**config.mk**
```make
export PLATFORM = sky130hd
export DESIGN_NAME = bmp_front
export DESIGN_NICKNAME = d
export VERILOG_FILES = /design/src/rtl/bmp_pkg.sv /design/src/rtl/bmp_front.sv
export SDC_FILE = /design/constraint.sdc
export NUM_CORES = 1
export LEC_CHECK = 0
export ABC_AREA = 1
export BUFFER_PORTS_ARGS = -buffer_cell sky130_fd_sc_hd__buf_2
export CAP_MARGIN = 5
export CORE_MARGIN = 2
export CORE_UTILIZATION = 32
export CTS_BUF_LIST = sky130_fd_sc_hd__clkbuf_8 sky130_fd_sc_hd__clkbuf_16
export DETAILED_ROUTE_END_ITERATION = 16
export SETUP_SLACK_MARGIN = 0.3
export SYNTH_ARGS = -nofsm -noshare
export SYNTH_HDL_FRONTEND = slang
export SYNTH_SLANG_ARGS = --single-unit
```
**constraint.sdc**
```tcl
create_clock -name clk -period 9.7 [get_ports clk]
set_input_delay 0.485 -clock clk [delete_from_list [all_inputs] [get_ports clk]]
set_output_delay 0.485 -clock clk [all_outputs]
set_load 0.01 [all_outputs]
```
**src/rtl/bmp_pkg.sv**
```systemverilog
`timescale 1ns / 1ps
package bmp_pkg;
  localparam int unsigned TableSize = 8192;
  localparam int unsigned IdxW = 13;
  localparam int unsigned ValW = 30;
  localparam logic [29:0] ModP = 30'd1000000007;
  localparam logic [29:0] ModExp = 30'd1000000005;
  localparam int unsigned QDepth = 4;

  typedef enum logic [2:0] {
    PH_FACT, PH_POWER, PH_INV, PH_READY
  } phase_t;

  // job passed from front to back
  typedef struct packed {
    logic        zero;
    logic [15:0] top;
    logic [15:0] bot;
    logic [15:0] diff;
  } job_t;
endpackage

```
**src/rtl/bmp_front.sv**
```systemverilog
`timescale 1ns / 1ps
// accepts queries, classifies them and pushes jobs into a short queue
module bmp_front #(
  parameter int unsigned TABLE_SIZE = bmp_pkg::TableSize
) (
  input  logic               clk,
  input  logic               rst_n,
  input  logic               start,
  input  logic               ready,
  input  logic [12:0]        in_top,
  input  logic [12:0]        in_bottom,
  input  logic               pop,
  output logic               busy,
  output logic               q_valid,
  output bmp_pkg::job_t      q_job
);
  localparam int unsigned QW = $clog2(bmp_pkg::QDepth);
  bmp_pkg::job_t q_r [bmp_pkg::QDepth];
  logic [QW-1:0] wp_r, rp_r;
  logic [QW:0]   cnt_r;
  logic          push;
  bmp_pkg::job_t job;

  // classify the item
  always_comb begin
    job.top  = 16'(in_top);
    job.bot  = 16'(in_bottom);
    job.diff = 16'(in_top) - 16'(in_bottom);
    job.zero = (in_bottom > in_top) || (32'(in_top) >= TABLE_SIZE);
    if (job.zero) begin
      job.top = '0; job.bot = '0; job.diff = '0;
    end
  end

  assign busy    = !ready || (cnt_r >= (QW+1)'(bmp_pkg::QDepth - 1));
  assign push    = start && !busy;
  assign q_valid = cnt_r != '0;
  assign q_job   = q_r[rp_r];

  always_ff @(posedge clk) begin
    if (push) q_r[wp_r] <= job;
    if (!rst_n) begin
      wp_r <= '0; rp_r <= '0; cnt_r <= '0;
    end else begin
      if (push) wp_r <= wp_r + 1'b1;
      if (pop && q_valid) rp_r <= rp_r + 1'b1;
      cnt_r <= cnt_r + (QW+1)'(push) - (QW+1)'(pop && q_valid);
    end
  end

  // queue never overflows
  assert property (@(posedge clk) disable iff (!rst_n)
    cnt_r <= (QW+1)'(bmp_pkg::QDepth)) else $error("queue overflow");
endmodule

```
==> results by group, run 1 <==
Run status
  • Outcome: completed

Power and ir drop
  • Power Dens Cells: 234.8 mW/mm2
  • Power, Total: 2.108 mW
  • Peak supply drop: 0.0001190 V
  • Lkg Pwr: 3.483 nW

STA
  • Setup Viol. Count Final: 0
  • Slew margin rel.: 44.76%
  • Final Slew Violations: 0
  • Final Skew: 0.005909 ns
  • Final hold vios: 0
  • Worst slew pin tran: 0.8287 ns
  • Unrepaired setup endpoints after global routing: false
  • Final worst-path cycle share: 33.82%
  • Post-layout min period: 3.280 ns
  • Setup TNS: 0 ns
  • Top achievable clock speed: 0.3049 GHz

Global route
  • Largest net degree at the start of global routing: 84
  • All-Layer GR Usage: 14.39%
  • Vias in the first global route: 4,844
  • Initial antenna violation count: 0
  • Total grt overflow: 0
  • First-pass GRT wire length: 26,780 um

Floorplan
  • Core Area: 0.02347 mm2
  • Die area: 0.02511 mm2
  • Initial Util: 32.53%
  • Io pins: 82
  • Row count: 56
  • Die Span Y: 158.5 um
  • DIE WIDTH: 158.5 um

Synth
  • Yosys warns: 0
  • Compound-Gate Fraction of Synth Area: 9.897%
  • Post-synth EDFFs: 164
  • Async SR Flop Fraction: 0%
  • Syn_area_per_cell: 11.12 um2
  • Synth Area in Adders: 3.801%
  • Area contributors post-synth: edfxtp_1 64%, nor2_1 6.3%, o21ai_0 5.8%
  • Post-synthesis xor/xnor area fraction: 0.5735%
  • Top post-synthesis cells by count: 164 x edfxtp_1, 128 x nor2_1, 88 x o21ai_0
  • Most common cell in the synthesized netlist: edfxtp_1
  • Post-synthesis sequential area ratio: 66.85%
  • Synth cell types: 28
  • Share of the synthesized area in the top cell type: 64.49%
  • Largest family of logic cells by synthesized area: simple AND/OR/NAND/NOR gates
  • Syn Std Cell Area: 0.007636 mm2
  • Simple-gate area share of the yosys netlist: 12.73%
  • Cell type with the largest total area after synthesis: edfxtp_1
  • Primary FF master, synth: edfxtp_1
  • Mapped Cells: 687
  • Synthesized flop and latch total: 173
  • Mux cell area share after synthesis: 0%

Clocking
  • Worst-path clk slew: 0.07 ns
  • Hold-fix buffers, CTS: 0
  • CTS resizes: 0
  • Worst skew pair latency: 0.43 ns
  • TritonCTS clock tree: yes
  • Post-CTS setup buffers: 0
  • Total CTS buffers: 17
  • Root buf cell: clkbuf_16
  • Clock tree buffer depth: 2
  • TritonCTS Sinks: 173
  • Max H-tree Level: 4

Detailed routing
  • Via density per instance: 4.644
  • Final ANT Viol Nets: 0
  • DRT iter0 DRCs: 296
  • Final WL: 17,340 um
  • DR DRC count: 0
  • DR WL/cell: 15.91 um
  • DR vias: 5,062
  • First-pass DRT Iterations: 5

Placement
  • Buffers on Ports: 75
  • Post-detail-place hpwl: 10,800 um
  • RD Place Congestion: 0.8249

Worst setup path
  • Max FO, Critical Path: 83
  • Worst setup SP type: flip-flop
  • Critical path class: reg2out
  • CP Data Arrival Time: 2.80 ns
  • R2r setup slk: 6.97 ns
  • Req. time, crit path: 9.22 ns
  • Setup crit end kind: primary output

Final layout
  • Filler cells: 2,310
  • Nets: 811
  • N_diodes: 0
  • P&R area growth vs syn: 17.55%
  • Layout cell share with drive strength beyond 1: 17.90%

Run
  • Maxcap violations: 0

Hold path
  • Hold Path Class: in2reg
-- metrics by stage --
step / instances / utilization, % / worst slack (ns) / instance area, um2 / hold slack (ns)
finish: 1090 / 38.24 / 6.420 / 8976 / 0.3077
global route: 1090 / 38.24 / 6.136 / 8976 / 0.3295
global placement: 1058 / 35.50 / 6.855 / 8332 / 0.4508
CTS: 1090 / 38.24 / 6.372 / 8976 / 0.2999
floorplan: 692 / - / 6.475 / 7655 / 0.4356
detailed placement: 1058 / 35.50 / 6.825 / 8332 / 0.4574
-- routing by layer --
metal | up-vias | routed length, um | track usage, %
met2 | 125 | 8397 | 24.02
li1 | 2499 | - | -
met5 | - | 0 | 0
met1 | 2418 | 7718 | 18.55
met3 | 20 | 922 | 2.776
met4 | 0 | 303 | 5.577
-- cells by family after synthesis --
| kind of cell | count (synthesis) |
|---|---|
| DFF | 173 |
| xor gates and xnor gates | 5 |
| AOI/OAI and AO/OA | 140 |
| buffers and inverters | 109 |
| other | 1 |
| adders and majority gates | 22 |
| and+or+nand+nor | 237 |
-- path summary, 6_finish.rpt --
kind              startpoint  endpoint  depth (start not counted)
hold reg to reg      rp_r[1]   rp_r[1]                          2
hold / removal         rst_n  cnt_r[0]                          3
setup reg to reg    cnt_r[2]  cnt_r[2]                         11
setup / recovery   flip-flop  q_job[9]                          6
-- area by class of cell --
type / count / area (um2) / share of cell area, %
Inverter: 73 / 276.5 / 3.081
Sequential cell: 173 / 5106 / 56.89
Clock buffer: 17 / 425.4 / 4.739
Clock inverter: 15 / 219.0 / 2.439
Multi-Input combinational cell: 410 / 2115 / 23.56
Timing Repair Buffer: 83 / 435.4 / 4.851
Tap cell: 319 / 399.1 / 4.447
-- worst max-delay path, stage by stage, from the launching register on --
cell and delay (ns):
dfxtp_2 0.31, buf_4 0.63, inv_2 0.43, buf_4 0.41, o21ai_0 0.22, o22ai_1 0.12
buf_2 0.16
-- sequential cells by signal (all words and copies together) (netlist names), named ones only --
name / count
q_r: 164
cnt_r: 3
rp_r: 2
wp_r: 2
-- report_power, final --
group          internal [mW]  switching, mW
clock network          0.456          0.279
registers              0.879         0.0125
logic                  0.153          0.328
total                   1.49          0.619
-- placed cells by master (no fill, tap or decap), types with 5 or more instances in the layout --
| cell | count |
|---|---|
| clkbuf_16 | 17 |
| ha_1 | 20 |
| buf_4 | 8 |
| nor2_1 | 124 |
| inv_1 | 71 |
| nor2_2 | 13 |
| a21oi_1 | 9 |
| conb_1 | 6 |
| bufinv_16 | 5 |
| nand2_1 | 75 |
| buf_2 | 75 |
| edfxtp_1 | 164 |
| nand3_1 | 12 |
| o22ai_1 | 41 |
| dfxtp_1 | 8 |
| o21ai_0 | 88 |
Note: power is estimated with default switching activity, not from simulation.
==> run 2: changes to the inputs <==
clock period = 3.2 ns   (was 9.7 ns; I/O delays follow)
==> results by group, run 2 (synthesis gave the netlist of run 1 again) <==
Run status
  • Outcome: completed

Floorplan
  • Die Span Y: 158.5 um
  • Row count: 56
  • Initial Util: 32.53%
  • Core Area: 0.02347 mm2
  • Io pins: 82
  • DIE WIDTH: 158.5 um
  • Die area: 0.02511 mm2

Worst setup path
  • Critical path class: reg2out
  • Max FO, Critical Path: 43
  • Reg-to-Reg Start: cnt_r[2]
  • Reg2reg path depth: 12
  • Setup crit end kind: primary output
  • Worst r2r dst: cnt_r[2]
  • CP Data Arrival Time: 2.18 ns
  • Worst setup SP type: flip-flop
  • R2r setup slk: 0.92 ns
  • Req. time, crit path: 3.04 ns

Placement
  • Post-detail-place hpwl: 11,390 um
  • Placed instance area: 0.008397 mm2
  • RD Place Congestion: 0.8812
  • Pre-CTS setup slack: 0.8748 ns
  • Buffers on Ports: 75

Power and ir drop
  • Peak supply drop: 0.0003422 V
  • Lkg Pwr: 3.503 nW
  • Power Dens Cells: 695.5 mW/mm2

STA
  • Unrepaired setup endpoints after global routing: false
  • Final Slew Violations: 0
  • Worst slew pin tran: 0.8118 ns
  • Post-layout min period: 2.343 ns
  • Top achievable clock speed: 0.4268 GHz
  • Setup Viol. Count Final: 0
  • Final hold vios: 0
  • Final Skew: 0.008898 ns
  • Slew margin rel.: 45.80%
  • Worst Slack Setup Final: 0.8569 ns
  • Final worst-path cycle share: 73.22%
  • Hold slack: 0.1261 ns
  • Setup TNS: 0 ns

Final layout
  • P&R area growth vs syn: 17.94%
  • Layout cell share with drive strength beyond 1: 18.36%
  • Design area: 0.009006 mm2
  • Most frequent cells in the layout: 164 x edfxtp_1, 124 x nor2_1, 88 x o21ai_0
  • N_diodes: 0
  • Largest Register: q_r
  • Most common cell after layout, fill and taps aside: edfxtp_1
  • Nets: 819
  • Max reg flops: 164
  • Largest registers in the final layout: q_r (164), cnt_r (3)

Hold path
  • Hold Path End: q_r[3][16]
  • Worst hold stages: 3
  • Min-delay src: in_bottom[0]
  • Hold Path Class: in2reg

Detailed routing
  • Final ANT Viol Nets: 0
  • Final WL: 17,380 um
  • DR vias: 5,065
  • First-pass DRT Iterations: 5
  • Via density per instance: 4.613
  • DRT iter0 DRCs: 334
  • DR DRC count: 0
  • DR WL/cell: 15.83 um

Global route
  • Busiest grt layer: met2
  • All-Layer GR Usage: 14.69%
  • First-pass GRT wire length: 27,070 um
  • Met2 usage: 24.37%
  • Largest net degree at the start of global routing: 83
  • Met1 Use GR: 19.08%
  • Total grt overflow: 0
  • Initial antenna violation count: 0
  • Vias in the first global route: 4,907
  • GRT met3 Usage: 3.484%

Run
  • Maxcap violations: 0

Clocking
  • Total CTS buffers: 17
  • Max H-tree Level: 4
  • Worst-path clk slew: 0.06 ns
  • Worst skew pair latency: 0.43 ns
  • Clock tree buffer depth: 2
  • TritonCTS Sinks: 173
  • TritonCTS clock tree: yes
  • Root buf cell: clkbuf_16
  • CTS resizes: 0
run 2: final cells by class:
class,instances,area [um2]
clock inverter,15,173.9
tap,319,399.1
sequential,173,5106
inverter,73,276.5
fill,2312,14470
multi-input combinational,410,2115
timing repair buffer,91,510.5
clock buffer,17,425.4
run 2: worst max path at each step:
stage                       endpoint       from  slack [ns]  cells after the start
after floorplan            q_r[0][0]   cnt_r[2]       -0.02                      5
after global placement    q_r[1][18]   cnt_r[2]        0.97                      7
after detailed placement  q_r[1][16]   cnt_r[2]        0.87                      7
after CTS                   q_job[1]  flip-flop        0.68                      4
after global routing        cnt_r[2]   cnt_r[2]        0.64                     12
final                      q_job[44]  flip-flop        0.86                      5
run 2: repair_timing:
item,4_1_cts,5_1_grt
hold endpoints to repair,1,0
hold buffers,1,0
buffers inserted,0,0
run 2: routing by layer:
layer,wire length [um],vias up
li1,-,2516
met3,931,10
met5,0,-
met2,8491,117
met1,7793,2422
met4,161,0
run 2: critical path: stages (launching register included):
cell	delay, ns
dfxtp_2	0.32
inv_2	0.53
buf_4	0.32
o21ai_0	0.10
o22ai_1	0.25
buf_2	0.20
run 2: stage by stage:
stage	instances	power (mW)	util, %
after floorplan	692	3.695	-
after global placement	1065	4.262	35.77
after detailed placement	1065	4.279	35.77
after CTS	1098	6.344	38.37
after global routing	1098	6.618	38.37
final	1098	6.264	38.37
run 2: report_power, final:
group / internal, mW / leakage [nW] / switching (mW)
logic: 0.484 / 1.62 / 1.00
registers: 2.66 / 1.59 / 0.0504
clock network: 1.22 / 0.290 / 0.840
==> run 3: changes to the inputs <==
clock period = 2.15 ns   (was 3.2 ns; I/O delays follow)
==> results by group, run 3 (synthesis gave the netlist of run 1 again) <==
Placement
  • Post-detail-place hpwl: 11,420 um
  • Pre-CTS setup slack: 0.1003 ns
  • Buffers on Ports: 75
  • Placed insts: 1,068
  • RD Place Congestion: 0.8599

Worst setup path
  • Critical Path Stages: 11
  • CP max stage delay: 0.35 ns
  • Worst setup SP type: flip-flop
  • Critical path class: reg2reg
  • CP Buf/Inv Count: 7
  • CP Data Arrival Time: 2.20 ns
  • CP Cell Sequence: inv_4 -> ha_4 -> o21ai_4 -> nand4_1 -> buf_4 -> buf_6 -> buf_12 -> nor2_4 -> buf_12 -> buf_6 -> buf_8
  • Cell family with most CP delay: buffers and inverters
  • Worst r2r dst: q_r[3][15]
  • Start point of the critical path: cnt_r[2]
  • Setup crit end kind: flip-flop
  • Max FO, Critical Path: 8
  • Reg-to-Reg Start: cnt_r[2]
  • Req. time, crit path: 2.30 ns
  • Reg2reg path depth: 11
  • R2r setup slk: 0.11 ns
  • Worst setup path end: q_r[3][15]
  • Slowest cell on the critical path: dfxtp_2

Power and ir drop
  • Pint: 6.918 mW
  • Clock power frac: 31.5%
  • Peak supply drop: 0.0005866 V
  • Power Dens Cells: 995.5 mW/mm2
  • Switching power: 3.057 mW
  • Switching Fraction: 30.65%
  • Comb pwr share: 27.8%
  • Part of the power in registers: 40.7%
  • Lkg Pwr: 3.935 nW

Floorplan
  • Die area: 0.02511 mm2
  • Io pins: 82
  • Core Area: 0.02347 mm2
  • Row count: 56
  • Die Span Y: 158.5 um
  • DIE WIDTH: 158.5 um
  • Initial Util: 32.53%

Run
  • Maxcap violations: 0

Global route
  • All-Layer GR Usage: 14.62%
  • Largest net degree at the start of global routing: 47
  • Vias in the first global route: 4,885
  • Initial antenna violation count: 1
  • First-pass GRT wire length: 27,000 um
  • Total grt overflow: 0

Final layout
  • Layout cell share with drive strength beyond 1: 24.33%
  • Largest Register: q_r
  • Most frequent cells in the layout: 164 x edfxtp_1, 124 x nor2_1, 86 x o21ai_0
  • Nets: 862
  • Final std cells w/o fill: 1,141
  • Most common cell after layout, fill and taps aside: edfxtp_1
  • Max reg flops: 164
  • P&R area growth vs syn: 31.23%
  • Largest registers in the final layout: q_r (164), cnt_r (3)
  • N_diodes: 0

Clocking
  • Total CTS buffers: 17
  • Worst skew pair latency: 0.43 ns
  • TritonCTS clock tree: yes
  • Worst-path clk slew: 0.07 ns
  • TritonCTS Sinks: 173
  • Max H-tree Level: 4
  • Clock tree buffer depth: 2
  • Root buf cell: clkbuf_16

STA
  • Unrepaired setup endpoints after global routing: true
  • Top achievable clock speed: 0.4892 GHz
  • Hold slack: 0.08659 ns
  • Post-layout min period: 2.044 ns
  • Final worst-path cycle share: 95.08%
  • Final hold vios: 0
  • Setup TNS: 0 ns
  • Worst Slack Setup Final: 0.1057 ns
  • Final Skew: 0.006818 ns
  • Final Slew Violations: 0
  • Setup Viol. Count Final: 0

Run status
  • Outcome: completed

Detailed routing
  • DR vias: 5,519
  • Via density per instance: 4.837
  • DR WL/cell: 18.56 um
  • DR DRC count: 0
  • DRT iter0 DRCs: 528
  • Final WL: 21,180 um
  • First-pass DRT Iterations: 5
  • Final ANT Viol Nets: 0

Hold path
  • Hold Path Class: in2reg
==> run 3: repair_timing <==
action                                 in CTS  in global routing
pin swaps                                   2                  8
setup buffers                               3                  7
hold buffers                                1                  0
gates cloned                                0                 30
gates resized for setup                    11                 34
setup endpoints to repair                  22                182
endpoints found under the hold margin       9                  0
==> run 3: worst min path at each step <==
stage,from,end,depth (start not counted)
after detailed placement,rst_n,cnt_r[0],3
final,in_top[4],q_r[2][36],3
after global routing,in_top[6],q_r[3][38],3
after CTS,in_top[4],q_r[1][36],3
after floorplan,rst_n,cnt_r[0],2
after global placement,rst_n,cnt_r[0],3
==> run 3: tightest hold or removal path, stage by stage <==
cell and delay (ns):
buf_2 0.13, inv_1 0.07, nor2_2 0.05
==> run 3: per-layer routing <==
metal,up-vias,GRT usage (%),part of all wire (%),wire [um]
li1,2614,-,-,-
met1,2695,18.98,44,9301
met2,189,24.14,49,10340
met3,19,3.593,5.9,1247
met4,2,4.719,1.3,272
met5,-,0,0.061,13
==> run 3: final cells by class <==
type | count | area [um2]
Clock inverter | 15 | 182.7
Clock buffer | 17 | 425.4
Tap cell | 319 | 399.1
Timing Repair Buffer | 134 | 1453
Fill cell | 2217 | 13450
Multi-Input combinational cell | 410 | 2168
Sequential cell | 173 | 5111
Inverter | 73 | 281.5
==> run 3: power groups by stage <==
stage | combinational, mW | clock (mW) | sequential [mW]
floorplan | 1.44 | 0 | 4.09
global placement | 2.32 | 0 | 4.11
detailed placement | 2.35 | 0 | 4.11
CTS | 2.41 | 3.20 | 4.04
global route | 3.05 | 3.35 | 4.07
finish | 2.77 | 3.15 | 4.06
==> run 3: metrics by stage <==
step	power, mW	utilization (%)	cell area (um2)
5_1_grt	10.47	42.69	10020
4_1_cts	9.659	39.14	9188
3_3_place_gp	6.426	36.25	8508
6_report	9.975	42.69	10020
3_5_place_dp	6.461	36.25	8508
2_1_floorplan	5.536	-	7711
